<file path="src/rtl/text_console_cursor_scroll_core_macros.svh">
// Assertion macros for the console core RTL.
`ifndef TEXT_CONSOLE_CURSOR_SCROLL_CORE_MACROS_SVH
`define TEXT_CONSOLE_CURSOR_SCROLL_CORE_MACROS_SVH

`ifndef SYNTH

`define TCCS_ASSERT_IMPLY(lbl, clk, rst_n, pre, post) \
    lbl: assert property (@(posedge clk) disable iff (!(rst_n)) (pre) |-> (post)) \
        else $error("tccs: implication check failed");

`define TCCS_ASSERT_NEXT(lbl, clk, rst_n, pre, post) \
    lbl: assert property (@(posedge clk) disable iff (!(rst_n)) (pre) |=> (post)) \
        else $error("tccs: next-cycle check failed");

`else

`define TCCS_ASSERT_IMPLY(lbl, clk, rst_n, pre, post)

`define TCCS_ASSERT_NEXT(lbl, clk, rst_n, pre, post)

`endif

`endif

</file>
<file path="src/rtl/tccs_pkg.sv">
// Types and constants shared by the console core modules.
package tccs_pkg;

    localparam logic [7:0] CODE_NEWLINE    = 8'h0A;
    localparam logic [7:0] CODE_RETURN     = 8'h0D;
    localparam logic [7:0] CODE_BACKSPACE  = 8'h08;
    localparam logic [7:0] CODE_PRINT_LOW  = 8'd32;
    localparam logic [7:0] CODE_PRINT_END  = 8'd127;
    localparam logic [7:0] CODE_SPACE      = 8'h20;

    localparam logic CMD_PUT  = 1'b0;
    localparam logic CMD_READ = 1'b1;

    localparam int Q_DEPTH = 2;
    localparam int Q_PTR_W = 1;

    typedef struct packed {
        logic       cmd;
        logic [7:0] char_code;
        logic [4:0] read_row;
        logic [6:0] read_col;
    } t_in_item;

    typedef struct packed {
        logic [7:0] cell_char;
        logic [6:0] cursor_col;
        logic [4:0] cursor_row;
        logic       scrolled;
    } t_out_item;

    typedef enum logic [2:0] {
        OP_PRINT,
        OP_NEWLINE,
        OP_RETURN,
        OP_BACK,
        OP_IGNORE,
        OP_READ
    } t_op_kind;

    typedef struct packed {
        t_op_kind   kind;
        logic [7:0] code;
        logic [4:0] row;
        logic [6:0] col;
        logic       in_range;
    } t_op;

    typedef struct packed {
        logic init_busy;
    } t_back_stat;

    typedef enum logic [1:0] {
        BK_INIT,
        BK_IDLE,
        BK_READ,
        BK_CLEAR
    } t_back_state;

endpackage

</file>
<file path="src/rtl/tccs_queue.sv">
// Two-entry operation queue between the front and back parts.
module tccs_queue (
    input  logic           i_clk,
    input  logic           i_rst_n,
    input  logic           i_push,
    input  tccs_pkg::t_op  i_op,
    input  logic           i_pop,
    output tccs_pkg::t_op  o_head,
    output logic           o_not_empty,
    output logic           o_full
);
    import tccs_pkg::*;

    t_op                r_buf [Q_DEPTH];
    logic [Q_PTR_W-1:0] r_wptr;
    logic [Q_PTR_W-1:0] r_rptr;
    logic [Q_PTR_W:0]   r_count;
    logic [Q_PTR_W-1:0] n_wptr;
    logic [Q_PTR_W-1:0] n_rptr;
    logic [Q_PTR_W:0]   n_count;
    logic               do_pop;

    assign o_not_empty = (r_count != '0);
    assign o_full      = (r_count == (Q_PTR_W+1)'(Q_DEPTH));
    assign o_head      = r_buf[r_rptr];
    assign do_pop      = i_pop && o_not_empty;

    always_comb begin
        n_wptr  = i_push ? r_wptr + 1'b1 : r_wptr;
        n_rptr  = do_pop ? r_rptr + 1'b1 : r_rptr;
        n_count = r_count + (Q_PTR_W+1)'(i_push) - (Q_PTR_W+1)'(do_pop);
    end

    always_ff @(posedge i_clk) begin
        if (!i_rst_n) begin
            r_wptr  <= '0;
            r_rptr  <= '0;
            r_count <= '0;
        end else begin
            r_wptr  <= n_wptr;
            r_rptr  <= n_rptr;
            r_count <= n_count;
        end
    end

    always_ff @(posedge i_clk) begin
        if (i_push) begin
            r_buf[r_wptr] <= i_op;
        end
    end

endmodule

</file>
<file path="config.mk">
export PLATFORM = sky130hd
export DESIGN_NAME = tccs_queue
export DESIGN_NICKNAME = d
export VERILOG_FILES = /design/src/rtl/text_console_cursor_scroll_core_macros.svh /design/src/rtl/tccs_pkg.sv /design/src/rtl/tccs_queue.sv
export SDC_FILE = /design/constraint.sdc
export NUM_CORES = 1
export LEC_CHECK = 0
export BUFFER_PORTS_ARGS = -buffer_cell sky130_fd_sc_hd__buf_2
export CAP_MARGIN = 40
export CORE_UTILIZATION = 30
export DETAILED_ROUTE_END_ITERATION = 10
export PLACE_DENSITY_LB_ADDON = 0.1
export SKIP_CTS_REPAIR_TIMING = 1
export SYNTH_ARGS = -nofsm -noshare
export SYNTH_HDL_FRONTEND = slang
export SYNTH_SLANG_ARGS = --single-unit
</file>
<file path="constraint.sdc">
create_clock -name i_clk -period 2.66 [get_ports i_clk]
set_input_delay 0 -clock i_clk [delete_from_list [all_inputs] [get_ports i_clk]]
set_output_delay 0 -clock i_clk [all_outputs]
set_load 0.01 [all_outputs]
</file>
* Word-level counts from Yosys, hierarchy flattened *
Memory sizes are Yosys's and may differ from the RTL's. A register that Yosys moved wholly into a read port is not among the register bits.
Index checks and enable logic that the tools add are counted.

storage, ports and cells
  flip-flop bits (word level) = 4
  latch bits = 0
  RAM bits = 48
  bits in read-only memories = 0
  input port bits = 28
  output and inout port bits = 26
  memories = 1

operators by class
  add/subtract/negate cells = 4
  $mul = 0
  div/mod/pow operators = 0
  order comparisons = 0
  eq/ne operators = 1
  shift-type cells = 0
  multiplexer cells = 4
  bitwise gates (word level) = 0
  reductions and logical operators = 2

memory list
  name   words  width  rd ports  clocked after Yosys merged registers in  write ports  RTL line          RTL
  r_buf  2      24     1         1                                        1            tccs_queue.sv:14  t_op r_buf [Q_DEPTH];

operators by type and width
  cell                   number
  $mux W1                4
  $add A1 B1 Y1 const B  2
  $add A2 B1 Y2          1
  $eq A2 B2 Y1 const B   1
  $reduce_bool A2 Y1     1
  $sub A2 B1 Y2          1
  $logic_and A1 B1 Y1    1

* Depth between registers and ports, before layout *
Gate-level depths: netlist of run 1.

  word-level depth = 4
  gate-level depth with buffers = 6
  depth with buffers taken out = 6

* Worst setup path before layout of run 1 *
No wires, ideal clock.

  kind = register to register
  start = reg r_wptr
  end = mem r_buf[0][0] in the netlist's numbering (enable)
  setup time = 0.409 ns
  arrival = 1.427 ns
  data required time = 2.251 ns
  slack = 0.824 ns
  cell stages (with the launch flop) = 2
  path buffers = 0
  clock period less this slack = 1.836 ns
  cell sequence = dfxtp_1 > nor2b_1

RTL lines
  item                    RTL line          RTL
  from (decl)             tccs_queue.sv:15  logic [Q_PTR_W-1:0] r_wptr;
  from (signal assigned)  tccs_queue.sv:40  r_wptr <= n_wptr;
  to (decl)               tccs_queue.sv:14

Straight into the memory's write port.

==> impl_metrics.ini, run 1 <==
[synthesis]
synth_top_area_share_pct = 69.8
syn_avg_cell_area_um2 = 21.1
yosysWarningCount = 0
synth.cell_area_um2 = 2070
yosys-mux-area-fraction_pct = 17.7
synth-edff-count = 48
synth_fp_nets = 128
ys_seq_elements = 53
syn_inst = 98
netlist_top_cells_area = edfxtp_1, mux2_4, dfxtp_1
synthSimpleGateAreaFrac_pct = 2.60
ys.flop_type = edfxtp_1
synth_top_family_by_area = multiplexers
synth_largest_area_cell = edfxtp_1
yosysSeqAreaShare_pct = 74.6
ys_top_cells_by_count = edfxtp_1, mux2_4, dfxtp_1
synth_compound_area_share_pct = 0.787
synth_fa_ha_area_share_pct = 1.21
synth_xor_area_share_pct = 1.09
async_flop_share_pct = 0
netlist-cell-type-count = 16
yosysMostFrequentCell = edfxtp_1

[hold_path]
hold_depth = 3
min_path_type = input port to flip-flop
whs_endpoint = r_wptr$_SDFFE_PN0P_
holdCritStartpoint = i_push

[global_routing]
grt.total_usage_pct = 9.73
grt_pass1_vias = 1087
grt_pass1_wl_mm = 5.31
grt_max_degree = 25
gr-total-overflow = 0
grt_antenna_before_repair = 0

[route]
dr.pass1.iters = 9
routed_wl_mm = 3.39
via_count = 1112
post-route-drc-count = 3
final_antenna_net_count = 0
wl_per_cell_um = 13.0
initialDrtViolationCount = 52
vias_per_cell = 4.28

[worst_setup_path]
r2r_end = r_count[1]$_SDFF_PN0_
reg2reg_depth = 6
cp_max_fo = 24
r2r_slack_ns = 1.24
crit_path_start_kind = flip-flop
worstPathRequired_ns = 2.66
critPathArrivalTime_ns = 1.70
critPathKind = flip-flop to output port
end_kind = output port
rr_startpoint = r_count[1]$_SDFF_PN0_

[run]
drv_cap = 0

[floorplanning]
rows = 29
io_pins = 54
start_util_pct = 31.8
die_w_um = 85.0
coreArea_um2 = 6490
die_h_um = 85.0
die_area_um2 = 7220

[timing]
finalSetupViolCount = 0
fin_crit_ns = 1.70
max_freq_ghz = 0.590
layout_setup_ws_ns = 0.965
worstMarginPinSlew_ns = 0.794
post-route-period-util_pct = 63.7
final_hold_viol_count = 0
slew_headroom_pct = 47.0
fin_skew_ns = 0.00428
rsz0062_at_grt = false
tns_ns = 0
drv_slew = 0

[cells_and_area]
fin_nets = 212
diodes = 0
drive_above_1_share_pct = 45.9
finish.utilization_pct = 42.2
stdcell_count = 260
final_cell_area_um2 = 2740
synthToLayoutAreaGrowth_pct = 32.8

[power_and_ir_drop]
p_leak_uw = 0.00109
switchingPower_uw = 493
p_comb_share_pct = 24.5
intPower_uw = 1450
switching_share_pct = 25.3
pwr-share-seq_pct = 54.3
clockPowerShare_pct = 21.2
power_density_nw_per_um2 = 710
ir_drop_mv = 0.443

[placed_design]
routabilityCongestion = 0.719
dpl-instance-area_um2 = 2410
pre_cts_ws_ns = 1.25
portBuffers = 53
dp_cells = 227
post-dp-hpwl_mm = 2.27

[run_status]
status = finished with violations
violations = DRC

[clocking]
path_clk_slew_ns = 0.09
clock_latency_ns = 0.29
clock_path_buffers = 2
cts_root_buffer = clkbuf_8
cts_tree = built
cts_buffers = 5
cts_max_level = 2
cts.sinks = 53
-- state kept, by name, summed over array words and instances (netlist names), named ones only --
name and cells:
r_buf 48, r_count 2, r_wptr 1, r_rptr 1
-- worst max-delay path by stage --
stage | from | endpoint | slack [ns] | cells after the start
finish | flip-flop | o_head[13] | 0.96 | 2
CTS | flip-flop | o_head[13] | 0.93 | 2
detailed placement | r_count[1]$_SDFF_PN0_ | r_count[1]$_SDFF_PN0_ | 1.25 | 6
global route | flip-flop | o_head[20] | 0.87 | 2
global placement | flip-flop | o_head[20] | 1.28 | 2
floorplan | r_wptr$_SDFFE_PN0P_ | r_buf[0][0]$_DFFE_PP_ | 0.82 | 1
-- power by group through the flow --
| stage | combinational, uW | sequential (uW) | clock [uW] |
|---|---|---|---|
| 6_report | 476 | 1060 | 413 |
| 5_1_grt | 517 | 1070 | 471 |
| 4_1_cts | 458 | 1060 | 436 |
| 3_5_place_dp | 456 | 1080 | 0 |
| 3_3_place_gp | 446 | 1080 | 0 |
| 2_1_floorplan | 381 | 1010 | 0 |
-- placed cells by master (no fill, tap or decap), drive strengths merged, types with 3 or more instances in the layout --
master / netlist / layout
buf: 3 / 55
clkbuf: 0 / 5
clkinv: 0 / 3
dfxtp: 5 / 5
dlygate4sd3: 0 / 25
edfxtp: 48 / 48
mux2: 24 / 24
nor2b: 4 / 4
-- per-layer routing --
metal  part of all wire, %  track usage (%)  vias to the layer above  wire length (um)
met5                     0                0                        -                 0
met4                   1.1             3.70                        0                36
met3                   4.7             3.02                        4               159
met2                    51             16.7                       30              1730
met1                    43             11.4                      536              1460
li1                      -                -                      542                 -
-- through the flow --
step,power [uW],hold slack [ns]
finish,1950,0.0657
global route,2060,0.0620
CTS,1960,-0.125
detailed placement,1540,0.191
global placement,1520,0.188
floorplan,1400,0.0989
-- layout make-up --
class                      count  area (um^2)
fill                         606         3750
sequential                    53         1540
timing repair buffer          80          531
multi-input combinational     40          485
tap                           77         96.3
clock buffer                   5         68.8
clock inverter                 3         12.5
inverter                       2         7.51
-- critical path, stage by stage, from the launching register on --
cell and delay (ns):
dfxtp_2 0.86, mux2_1 0.39, buf_2 0.15
-- logic make-up after synthesis --
group                    Yosys count
AO/OA/AOI/OAI                      2
AND/OR/NAND/NOR                    9
flip-flops                        53
buffers and inverters              5
XOR/XNOR                           1
adder cells (fa/ha/maj)            2
multiplexers                      26
Power figures use the tool's default switching activity.
==> run 2: changes to the inputs <==
==> constraint.sdc (replaced) <==
create_clock -name i_clk -period 1.4 [get_ports i_clk]
set_input_delay 0 -clock i_clk [delete_from_list [all_inputs] [get_ports i_clk]]
set_output_delay 0 -clock i_clk [all_outputs]
set_load 0.01 [all_outputs]
==> impl_metrics.ini, run 2 (synthesized netlist as in run 1, its figures left out) <==
[run]
drv_cap = 0

[clocking]
cts.sinks = 53
cts_tree = built
cts_root_buffer = clkbuf_8
clock_latency_ns = 0.29
cts_max_level = 2
clock_path_buffers = 2
path_clk_slew_ns = 0.09
cts_buffers = 5

[cells_and_area]
fin_nets = 216
drive_above_1_share_pct = 48.7
reg_top3 = r_buf (48), r_count (2)
diodes = 0
synthToLayoutAreaGrowth_pct = 36.6
final_cell_mix = buf_2, edfxtp_1, dlygate4sd3_1
final_cell_area_um2 = 2820
top_register = r_buf
mostFrequentLayoutCell = buf_2
largest_register_ffs = 48

[global_routing]
grt.total_usage_pct = 9.84
grt_antenna_before_repair = 0
gr-total-overflow = 0
grt_pass1_vias = 1097
grt_max_degree = 26
grt_pass1_wl_mm = 5.28

[placed_design]
routabilityCongestion = 0.648
pre_cts_ws_ns = 0.0190
portBuffers = 53
post-dp-hpwl_mm = 2.22
dpl-instance-area_um2 = 2460

[power_and_ir_drop]
ir_drop_mv = 0.560
p_leak_uw = 0.00112
power_density_nw_per_um2 = 1360

[worst_setup_path]
critPathKind = flip-flop to flip-flop
worstPathCellList = o21a_2 -> ha_4 -> inv_1 -> ha_2 -> xnor3_1 -> nor2b_1
critPathArrivalTime_ns = 1.60
end_kind = flip-flop
worstPathRequired_ns = 1.63
crit_path_max_incr_delay_ns = 0.35
crit_slowest_cell = dfxtp_2
crit_path_start_kind = flip-flop
cp_max_fo = 4

[floorplanning]
die_area_um2 = 7220
io_pins = 54
die_h_um = 85.0
coreArea_um2 = 6490
rows = 29
start_util_pct = 31.8
die_w_um = 85.0

[timing]
finalSetupViolCount = 0
rsz0062_at_grt = true
post-route-period-util_pct = 97.7
drv_slew = 0
layout_setup_ws_ns = 0.0317
fin_skew_ns = 0.00619
fin_crit_ns = 1.37
final_hold_viol_count = 0
max_freq_ghz = 0.731
slew_headroom_pct = 88.7
worstMarginPinSlew_ns = 0.169

[route]
wl_per_cell_um = 13.3
routed_wl_mm = 3.51
dr.pass1.iters = 7
initialDrtViolationCount = 47
vias_per_cell = 4.19
final_antenna_net_count = 0
post-route-drc-count = 4
via_count = 1107

[hold_path]
min_path_type = input port to flip-flop

[run_status]
status = finished with violations
violations = DRC
==> run 2: routing by layer <==
| layer | part of all wire (%) | track usage, % |
|---|---|---|
| met1 | 42 | 10.7 |
| met2 | 53 | 17.4 |
| met3 | 5.0 | 3.99 |
| met4 | 0.43 | 3.24 |
| met5 | 0 | 0 |
==> run 2: final cells by class <==
| class | instances | area (um^2) |
|---|---|---|
| multi-input cells | 40 | 500 |
| fillers | 577 | 3670 |
| repair buffers | 84 | 593 |
| well taps | 77 | 96.3 |
| inverters | 2 | 7.51 |
| flip-flops and latches | 53 | 1550 |
| clock buffers | 8 | 80.1 |
==> run 2: stage by stage <==
step / util, % / hold slack [ns] / setup TNS [ns] / power, uW / std cells
after global placement: 37.9 / 0.187 / 0 / 2930 / 230
after global routing: 43.5 / 0.0546 / -0.00518 / 4050 / 264
after floorplan: - / 0.0989 / 0 / 2650 / 98
final: 43.5 / 0.0540 / 0 / 3830 / 264
after CTS: 39.1 / -0.125 / -0.0146 / 3770 / 238
after detailed placement: 37.9 / 0.193 / 0 / 2950 / 230
==> run 2: path summary, 6_finish.rpt <==
kind / start / to / slack, ns / cells past startpoint
max: r_count[0]$_SDFF_PN0_ / r_count[1]$_SDFF_PN0_ / 0.03 / 6
min: i_push / r_wptr$_SDFFE_PN0P_ / 0.05 / 3
max reg2reg: r_count[0]$_SDFF_PN0_ / r_count[1]$_SDFF_PN0_ / 0.03 / 6
min reg2reg: r_rptr$_SDFFE_PN0P_ / flip-flop / 0.48 / 2
==> run 2: where the power goes <==
| group | total [uW] | switching [uW] | internal (uW) |
|---|---|---|---|
| Clock | 807 | 451 | 356 |
| Sequential | 1920 | 56.0 | 1860 |
| Combinational | 1100 | 457 | 645 |
==> run 2: worst max-delay path, delay by kind of cell, from the launching register on <==
| kind | cells | cell delay (ns) |
|---|---|---|
| compound gates | 1 | 0.24 |
| xor+xnor | 1 | 0.17 |
| fa+ha+maj | 2 | 0.42 |
| buf+inv | 1 | 0.03 |
| simple gates | 1 | 0.11 |
| flops | 1 | 0.35 |
