**config.mk**
```make
export PLATFORM = sky130hd
export DESIGN_NAME = tccs_front
export DESIGN_NICKNAME = d
export VERILOG_FILES = /design/src/rtl/text_console_cursor_scroll_core_macros.svh /design/src/rtl/tccs_pkg.sv /design/src/rtl/tccs_front.sv
export SDC_FILE = /design/constraint.sdc
export NUM_CORES = 1
export LEC_CHECK = 0
export ABC_AREA = 1
export BUFFER_PORTS_ARGS = -buffer_cell sky130_fd_sc_hd__clkbuf_2
export CAP_MARGIN = 20
export CORE_AREA = 2 2 39 41
export DETAILED_ROUTE_END_ITERATION = 7
export DIE_AREA = 0 0 41 43
export PLACE_DENSITY_LB_ADDON = 0.08
export SLEW_MARGIN = 25
export SYNTH_ARGS = -nofsm -noshare
export SYNTH_HDL_FRONTEND = slang
export SYNTH_SLANG_ARGS = --single-unit
```
**constraint.sdc**
```tcl
create_clock -name vclk -period 0.8
set_clock_uncertainty 0.05 [all_clocks]
set_input_delay 0.04 -clock vclk [all_inputs]
set_output_delay 0.04 -clock vclk [all_outputs]
set_load 0.005 [all_outputs]
```
**src/rtl/text_console_cursor_scroll_core_macros.svh**
```systemverilog
// Assertion macros for the console core RTL.
`ifndef TEXT_CONSOLE_CURSOR_SCROLL_CORE_MACROS_SVH
`define TEXT_CONSOLE_CURSOR_SCROLL_CORE_MACROS_SVH

`ifndef SYNTH

`define TCCS_ASSERT_IMPLY(lbl, clk, rst_n, pre, post) \
    lbl: assert property (@(posedge clk) disable iff (!(rst_n)) (pre) |-> (post)) \
        else $error("tccs: implication check failed");

`define TCCS_ASSERT_NEXT(lbl, clk, rst_n, pre, post) \
    lbl: assert property (@(posedge clk) disable iff (!(rst_n)) (pre) |=> (post)) \
        else $error("tccs: next-cycle check failed");

`else

`define TCCS_ASSERT_IMPLY(lbl, clk, rst_n, pre, post)

`define TCCS_ASSERT_NEXT(lbl, clk, rst_n, pre, post)

`endif

`endif

```
**src/rtl/tccs_pkg.sv**
```systemverilog
// Types and constants shared by the console core modules.
package tccs_pkg;

    localparam logic [7:0] CODE_NEWLINE    = 8'h0A;
    localparam logic [7:0] CODE_RETURN     = 8'h0D;
    localparam logic [7:0] CODE_BACKSPACE  = 8'h08;
    localparam logic [7:0] CODE_PRINT_LOW  = 8'd32;
    localparam logic [7:0] CODE_PRINT_END  = 8'd127;
    localparam logic [7:0] CODE_SPACE      = 8'h20;

    localparam logic CMD_PUT  = 1'b0;
    localparam logic CMD_READ = 1'b1;

    localparam int Q_DEPTH = 2;
    localparam int Q_PTR_W = 1;

    typedef struct packed {
        logic       cmd;
        logic [7:0] char_code;
        logic [4:0] read_row;
        logic [6:0] read_col;
    } t_in_item;

    typedef struct packed {
        logic [7:0] cell_char;
        logic [6:0] cursor_col;
        logic [4:0] cursor_row;
        logic       scrolled;
    } t_out_item;

    typedef enum logic [2:0] {
        OP_PRINT,
        OP_NEWLINE,
        OP_RETURN,
        OP_BACK,
        OP_IGNORE,
        OP_READ
    } t_op_kind;

    typedef struct packed {
        t_op_kind   kind;
        logic [7:0] code;
        logic [4:0] row;
        logic [6:0] col;
        logic       in_range;
    } t_op;

    typedef struct packed {
        logic init_busy;
    } t_back_stat;

    typedef enum logic [1:0] {
        BK_INIT,
        BK_IDLE,
        BK_READ,
        BK_CLEAR
    } t_back_state;

endpackage

```
**src/rtl/tccs_front.sv**
```systemverilog
// Input side: accepts transfers and classifies each into a console operation.
module tccs_front #(
    parameter int COLUMNS = 80,
    parameter int ROWS    = 25
) (
    input  logic                  i_in_valid,
    output logic                  o_in_stall,
    input  tccs_pkg::t_in_item    i_in_item,
    input  tccs_pkg::t_back_stat  i_stat,
    input  logic                  i_q_full,
    output logic                  o_push,
    output tccs_pkg::t_op         o_op
);
    import tccs_pkg::*;

    localparam logic [8:0] ROWS_W = 9'(ROWS);
    localparam logic [8:0] COLS_W = 9'(COLUMNS);

    assign o_in_stall = i_q_full || i_stat.init_busy;
    assign o_push     = i_in_valid && !o_in_stall;

    always_comb begin
        o_op.code     = i_in_item.char_code;
        o_op.row      = i_in_item.read_row;
        o_op.col      = i_in_item.read_col;
        o_op.in_range = (9'(i_in_item.read_row) < ROWS_W) &&
                        (9'(i_in_item.read_col) < COLS_W);
        priority if (i_in_item.cmd == CMD_READ) begin
            o_op.kind = OP_READ;
        end else if (i_in_item.char_code == CODE_NEWLINE) begin
            o_op.kind = OP_NEWLINE;
        end else if (i_in_item.char_code == CODE_RETURN) begin
            o_op.kind = OP_RETURN;
        end else if (i_in_item.char_code == CODE_BACKSPACE) begin
            o_op.kind = OP_BACK;
        end else if (i_in_item.char_code >= CODE_PRINT_LOW &&
                     i_in_item.char_code < CODE_PRINT_END) begin
            o_op.kind = OP_PRINT;
        end else begin
            o_op.kind = OP_IGNORE;
        end
    end

endmodule

```
* Word level (Yosys, flattened, before mapping) *
Cells that the tools add are included.

cells by class
  order comparisons = 4
  reduce and logical (&&, ||, !) cells = 5
  muxes and demuxes = 5
  equality and inequality tests = 3

operators with widths
  kind                                                  count
  == test 8 x 4 -> 1 bit (second input constant)        3
  2-to-1 mux 3 bit                                      5
  >= comparator 8 x 6 -> 1 bit (second input constant)  1
  < comparator 8 x 7 -> 1 bit (second input constant)   1
  < comparator 7 bit (second input constant)            1
  < comparator 5 bit (second input constant)            1
  logical AND 1 bit                                     3
  zero test 1 bit                                       1
  logical OR 1 bit                                      1

word-level totals
  logic and storage cells = 17
  input bits = 24
  output and inout bits = 26
  register bits = 0

* Logic depth before layout (Yosys ltp) *
Gate-level depths: netlist of run 1.

  word-level depth = 7
  mapped depth = 7

* Worst setup path before layout of run 1 *
OpenSTA, ideal clock, no wires.

  path kind = input port to output port
  from = input port i_in_item[18] (netlist name)
  to = output port o_op[23] (netlist name)
  data arrival time = 463 ps
  stages = 5
  buffers on the path = 0
  data required time = 710 ps
  slack = 247 ps
  path through = nor2_2 > and2_4 > nand2_2 > nand3_1 > nand2_1

RTL lines
  what                RTL line          source
  start: declaration  tccs_front.sv:8   input tccs_pkg::t_in_item i_in_item,
  end: declaration    tccs_front.sv:12  output tccs_pkg::t_op o_op

==> metrics.txt, run 1 <==
Hold Path Class in -> out; Yosys top cell by area buf_4; vias in the first global route 314; Post-Synthesis Cells 61; initial core utilization 23.8%; power share of the clock group 0%; Placement Rows 14; fin. max-slew vios 0; synth unique cells 12; crit path kind in -> out; Setup crit start kind input pin; Syn-to-layout area delta 60.1%; Final ANT Viol Nets 0; max-cap check violation count 0; Final Util 38.1%; status finished clean; vias 408; post-synth top area share 45.6%; WP data arrival 690 ps; post-CTS setup buffers 0; Worst Max-Slew Pin Slew 165 ps; Hold Crit Endpoint o_op[4]; RSZ-0062 raised after global routing yes; Ys Warns 0; core area 1380 um2; Sum Neg Setup Slack 0 ps; Final Cycle Share 97.3%; WP data required 710 ps; Avg Inst Size Synth 5.39 um2; Internal Power 134 uW; Syn Std Cell Area 329 um2; crit end category primary output; port bufs 42; top-count cell post-synth buf_4; drt pass-1 iters 1; final-layout clock buffer total 0; total I/O pin count 50; Slew Limit Headroom 88.9%; Hold Startpoint i_in_item[3]; pwr dens 449 nW/um2; register area share after synthesis 0%; P_leak 0.352 nW; initial antenna violation count 0; Area after DPL 432 um2; global placer's final weighted congestion 0.686; top cells by count, synth 20 x buf_4, 14 x nand2_1, 9 x nor2_1; fraction of final layout cells with drive strength greater than 1 68.6%; Tot GR Track Use 8.39%; die width 41 um; switching part of the total power 43.1%; DR iter-0 viols 0; Final nets 112; Inserted Diodes 0; Seq Cell Count 0; Max FO, Critical Path 4; pre-CTS setup slack -22.7 ps; hold depth 0; Vias/cell 4.00; largest net degree at the start of global routing 6; Net Switching 102 uW; final worst slack 21.2 ps; Worst IR Drop VDD 0.162 mV; GR Overflow Total 0; Tmin final 779 ps; Setup-failing EPs final 0; drt wl/cell 7.84 um; first-pass GRT wire length 1140 um; Sequential cell area 0 um2; routed wire length 800 um; Flop pwr share 0%; top cells by area, synth buf_4 46%, nand2_1 16%, nor2_1 10%, inv_1 8.0%, nand3_1 4.6%; Comb pwr share 100.0%; die area 1760 um2; Power, Total 236 uW; synthesized net count 85; DP Wirelength 675 um; die height 43 um; Design Area, Final 527 um2; number of remaining DRC errors 0; Fin. Hold Viols 0; FMAX 1280 MHz
layout make-up:
cell class         count  area, um2
multi-input cells     34        203
fillers              164        857
well taps             16       20.0
repair buffers        45        278
inverters              7       26.3
stage by stage:
stage          std cells  hold slack [ps]
2_1_floorplan         61              101
3_3_place_gp         102             30.0
3_5_place_dp         102             30.0
4_1_cts              102             30.0
5_1_grt              102             30.0
6_report             102             30.0
how the worst max path moves through the flow:
stage / end / from / cells past startpoint
floorplan: o_op[23] / i_in_item[18] / 5
global placement: o_op[23] / i_in_item[18] / 7
detailed placement: o_op[23] / i_in_item[18] / 7
CTS: o_op[23] / i_in_item[14] / 8
global route: o_op[23] / i_in_item[15] / 9
finish: o_op[23] / i_in_item[14] / 9
kinds of logic after synthesis:
family | after synthesis | synth area share [%]
AND/OR/NAND/NOR | 32 | 42.6
buffers and inverters | 27 | 53.6
AO/OA/AOI/OAI | 2 | 3.80
power by group through the flow:
| stage | clock [mW] | sequential, mW | combinational [mW] |
|---|---|---|---|
| CTS | 0 | 0 | 0.205 |
| global route | 0 | 0 | 0.268 |
| global placement | 0 | 0 | 0.192 |
| floorplan | 0 | 0 | 0.132 |
| detailed placement | 0 | 0 | 0.191 |
| finish | 0 | 0 | 0.236 |
cells in the final DEF, fill, tap and decap left out:
master	n
and2_4	1
buf_2	1
buf_4	3
buf_6	4
buf_8	2
clkbuf_2	35
inv_1	5
inv_2	2
nand2_1	10
nand2_2	2
nand2_4	3
nand3_1	2
nand3_2	1
nor2_1	7
nor2_2	1
nor2_4	3
nor3_1	1
o21a_1	1
o21ai_0	1
or2_2	1
layer usage:
layer	GRT usage, %	up-vias	routed length, um
li1	-	216	-
met1	12.0	168	286
met2	14.1	24	418
met3	0	0	96
met4	0.667	0	0
met5	0	-	0
worst max-delay path: stages:
cell and delay (ps):
buf_6 110, nand2_4 60, inv_1 40, nand2_1 70, nand2_2 80, nand2_4 70
nand3_2 60, nand2_1 50, clkbuf_2 100
timing repair:
item,in CTS,in global routing
gates resized for setup,7,28
pin swaps,3,11
hold buffers,0,0
setup endpoints to repair,2,3
gates cloned,0,0
No activity file was read; power rests on OpenSTA's default activity.
==> inputs of run 2 (changes only) <==
Settings changed: CORE_AREA 2 2 39 41 to 10 10 47 49, DIE_AREA 0 0 41 43 to 0 0 57 59.
==> run 2 against run 1 <==
The run now ends with negative setup slack left. Critical path depth fell by 2. Critical endpoint is now o_op[22]. Via count rose by 1.7%. Cell count rose by 2.0%. Clock-buffer cell count did not move. Routed wire length rose by 44%. Global-route usage fell by 2.5 points. Flip-flop and latch count did not move. Non-clock buffer count rose by 2. Combinational power rose by 8.5%. Highest routed layer unchanged. Final area rose by 6.9%. Die area rose by 91%. Core utilization rose by 2.1 points.
==> metrics.txt, run 2 (synthesized netlist as in run 1, its figures left out) <==
RSZ-0062 raised after global routing yes; fraction of final layout cells with drive strength greater than 1 78.4%; Design Area, Final 563 um2; crit path kind in -> out; DR iter-0 viols 2; core area 1400 um2; Fin. Hold Viols 0; Sum Neg Setup Slack -6.72 ps; max-cap check violation count 0; die width 57 um; Setup crit start kind input pin; drt pass-1 iters 2; Hold Path Class in -> out; pre-CTS setup slack -11.0 ps; Fillers 164; Slew Limit Headroom 88.7%; die area 3360 um2; WP data required 710 ps; port bufs 42; Syn-to-layout area delta 71.1%; initial antenna violation count 0; Placement Rows 14; Sequential cell area 0 um2; DP Wirelength 1020 um; Final nets 114; largest net degree at the start of global routing 6; Vias/cell 3.99; FMAX 1240 MHz; Seq Cell Count 0; failing checks negative setup slack; GR Overflow Total 0; Worst IR Drop VDD 0.161 mV; most frequent cells in the layout 34 x clkbuf_2, 7 x nand2_1, 6 x nand2_2, 6 x buf_4, 5 x inv_1; number of remaining DRC errors 0; vias in the first global route 431; first-pass GRT wire length 1800 um; final worst slack -6.72 ps; vias 415; fin. max-slew vios 0; Final ANT Viol Nets 0; global placer's final weighted congestion 0.660; initial core utilization 23.5%; routed wire length 1150 um; pwr dens 454 nW/um2; Final Util 40.2%; most common cell after layout, fill and taps aside clkbuf_2; Tot GR Track Use 5.92%; Setup-failing EPs final 1; status finished, violations left; Tmin final 807 ps; Inserted Diodes 0; drt wl/cell 11.1 um; die height 59 um; crit end category primary output; P_leak 0.361 nW; Area after DPL 439 um2; Final Cycle Share 101%; final-layout clock buffer total 0; Max FO, Critical Path 3; WP data arrival 720 ps; total I/O pin count 50; Worst Max-Slew Pin Slew 169 ps
[run 2: changes by cell type in the layout (fill, tap and decap cells not counted), sizes merged]
| cell | delta |
|---|---|
| buf | +3 |
| clkbuf | -1 |
[run 2: area by class of cell]
class              count  area [um2]  share of cell area (%)
repair buffers        47         289                    51.3
multi-input cells     34         228                    40.4
inverters              7        26.3                    4.67
well taps             16        20.0                    3.56
[run 2: final timing paths]
kind  cells past startpoint  endpoint  slack, ps           from
max                       7  o_op[22]         -7  i_in_item[18]
min                       0   o_op[1]         30   i_in_item[0]
[run 2: metrics by stage]
step	total power [mW]	cells	hold WS, ps
after detailed placement	0.202	103	30.0
after CTS	0.208	103	30.0
after floorplan	0.132	61	101
final	0.256	104	30.0
after global routing	0.284	104	30.0
after global placement	0.201	103	30.0
[run 2: what timing repair did]
| action | 4_1_cts | 5_1_grt |
|---|---|---|
| cloned | 0 | 0 |
| resized for setup | 5 | 41 |
| pin swaps | 4 | 13 |
| setup buffers | 0 | 1 |
| endpoints found under the setup margin | 2 | 3 |
| hold buffers | 0 | 0 |
[run 2: report_power, final]
part	total, mW	internal, mW	switching [mW]
Clock	0	0	0
Sequential	0	0	0
Combinational	0.256	0.142	0.114
[run 2: critical path, stage by stage]
cell	delay (ps)
buf_8	100
nor2_4	100
and2_4	180
nand2_4	70
nand2_2	70
nor2_2	30
buf_2	110
[run 2: layer usage]
layer | vias to the layer above | track usage [%] | routed length, um
met5 | - | 0 | 0
met4 | 0 | 0 | 0
met3 | 0 | 2.36 | 117
met2 | 22 | 11.8 | 610
met1 | 172 | 5.95 | 424
li1 | 221 | - | -
==> inputs of run 3 (changes only) <==
Settings changed: PLACE_DENSITY set to 0.73, PLACE_DENSITY_LB_ADDON 0.08 to not set.
==> run 3 against run 2 <==
The run now ends clean. Non-clock buffer count down 2. Sequential share of layout area stayed put. Cell count is 1.9% lower. Flip-flop and latch count did not move. Global-route usage decreased by 0.23 points. Routed wire length rose by 4.0%. Worst hold slack is the same. Critical path depth unchanged. Final area up 0.22%. Clock-buffer cell count unchanged.
==> metrics.txt, run 3 (synthesized netlist as in run 1, its figures left out) <==
most common cell after layout, fill and taps aside clkbuf_2; port bufs 42; drt pass-1 iters 2; Vias/cell 4.06; fin. max-slew vios 0; DP Wirelength 1070 um; P_leak 0.358 nW; initial core utilization 23.5%; fraction of final layout cells with drive strength greater than 1 74.4%; Power, Total 263 uW; WP data arrival 700 ps; Final Cycle Share 98.6%; drt wl/cell 11.7 um; hold-fix buffers at CTS 0; Inserted Diodes 0; Worst IR Drop VDD 0.185 mV; Worst path max stage delay 180 ps; Sequential cell area 0 um2; crit path kind in -> out; die width 57 um; Worst Max-Slew Pin Slew 150 ps; hold depth 0; critical path cell sequence buf_8 > nor2_4 > and2_4 > nand2_4 > nand3_2 > nand2_1 > clkbuf_2; Seq Cell Count 0; Tot GR Track Use 5.69%; first-pass GRT wire length 1710 um; Final Util 40.3%; DR iter-0 viols 3; Final nets 112; FMAX 1270 MHz; final worst slack 11.1 ps; GR Overflow Total 0; pwr dens 465 nW/um2; Final ANT Viol Nets 0; multi-input combinational cell area 218 um2; Placement Rows 14; die height 59 um; Setup-failing EPs final 0; largest net degree at the start of global routing 6; initial antenna violation count 0; vias in the first global route 405; Hold Path Class in -> out; status finished clean; most frequent cells in the layout 34 x clkbuf_2, 10 x nand2_1, 5 x buf_8; routed wire length 1200 um; Slew Limit Headroom 89.9%; vias 414; die area 3360 um2; Syn-to-layout area delta 71.5%; core area 1400 um2; Fin. Hold Viols 0; Hold Startpoint i_in_item[2]; crit end category primary output; RSZ-0062 raised after global routing yes; max-cap check violation count 0; global placer's final weighted congestion 0.695; Max FO, Critical Path 3; Fillers 158; number of remaining DRC errors 0; total I/O pin count 50; Area after DPL 424 um2; final-layout clock buffer total 0; crit path max-delay cell type and2_4; Design Area, Final 564 um2; Hold Crit Endpoint o_op[3]; Tmin final 789 ps; WP data required 710 ps; pre-CTS setup slack -25.5 ps; Setup crit start kind input pin
[run 3: cell count changes in the layout (fill, tap and decap cells not counted), moves of 2 or more]
| cell | change |
|---|---|
| nand2_2 | -4 |
| nand3_2 | -2 |
| buf_4 | -3 |
| nand3_1 | +2 |
| buf_8 | +3 |
| buf_6 | -2 |
| nand2_1 | +3 |
[run 3: metrics by stage]
step / hold WS (ps) / TNS (ps) / std cells
floorplan: 101 / 0 / 61
global placement: 30.1 / -4.13 / 101
detailed placement: 30.1 / -50.3 / 101
CTS: 30.1 / 0 / 101
global route: 30.0 / -44.7 / 102
finish: 30.0 / 0 / 102
[run 3: power by group]
part	internal, mW	switching, mW
registers	0	0
logic	0.148	0.115
clock network	0	0
[run 3: how the worst max path moves through the flow]
stage	start	endpoint	slack, ps	cells past startpoint
final	i_in_item[18]	o_op[23]	10	7
after global routing	i_in_item[15]	o_op[23]	-30	9
after CTS	i_in_item[15]	o_op[22]	0.4	8
after detailed placement	i_in_item[18]	o_op[23]	-30	7
after global placement	i_in_item[18]	o_op[23]	-4	7
after floorplan	i_in_item[18]	o_op[23]	250	5
[run 3: cell type report]
| type | count | area share, % |
|---|---|---|
| timing repair buffer | 45 | 52.8 |
| inverter | 7 | 5.10 |
| multi-input combinational | 34 | 38.6 |
| tap | 16 | 3.55 |
[run 3: what timing repair did]
item,4_1_cts,5_1_grt
pin swaps,4,16
setup endpoints to repair,2,3
setup buffers,0,1
resized for setup,10,31
[run 3: metal layers]
layer  routed length (um)  GRT usage (%)
met5                    0              0
met4                    0              0
met3                  129           2.58
met2                  756           13.5
met1                  311           3.90
[run 3: critical path, delay by kind of cell]
kind                   cells  cell delay [ps]
buffers and inverters      2              210
and+or+nand+nor            5              450
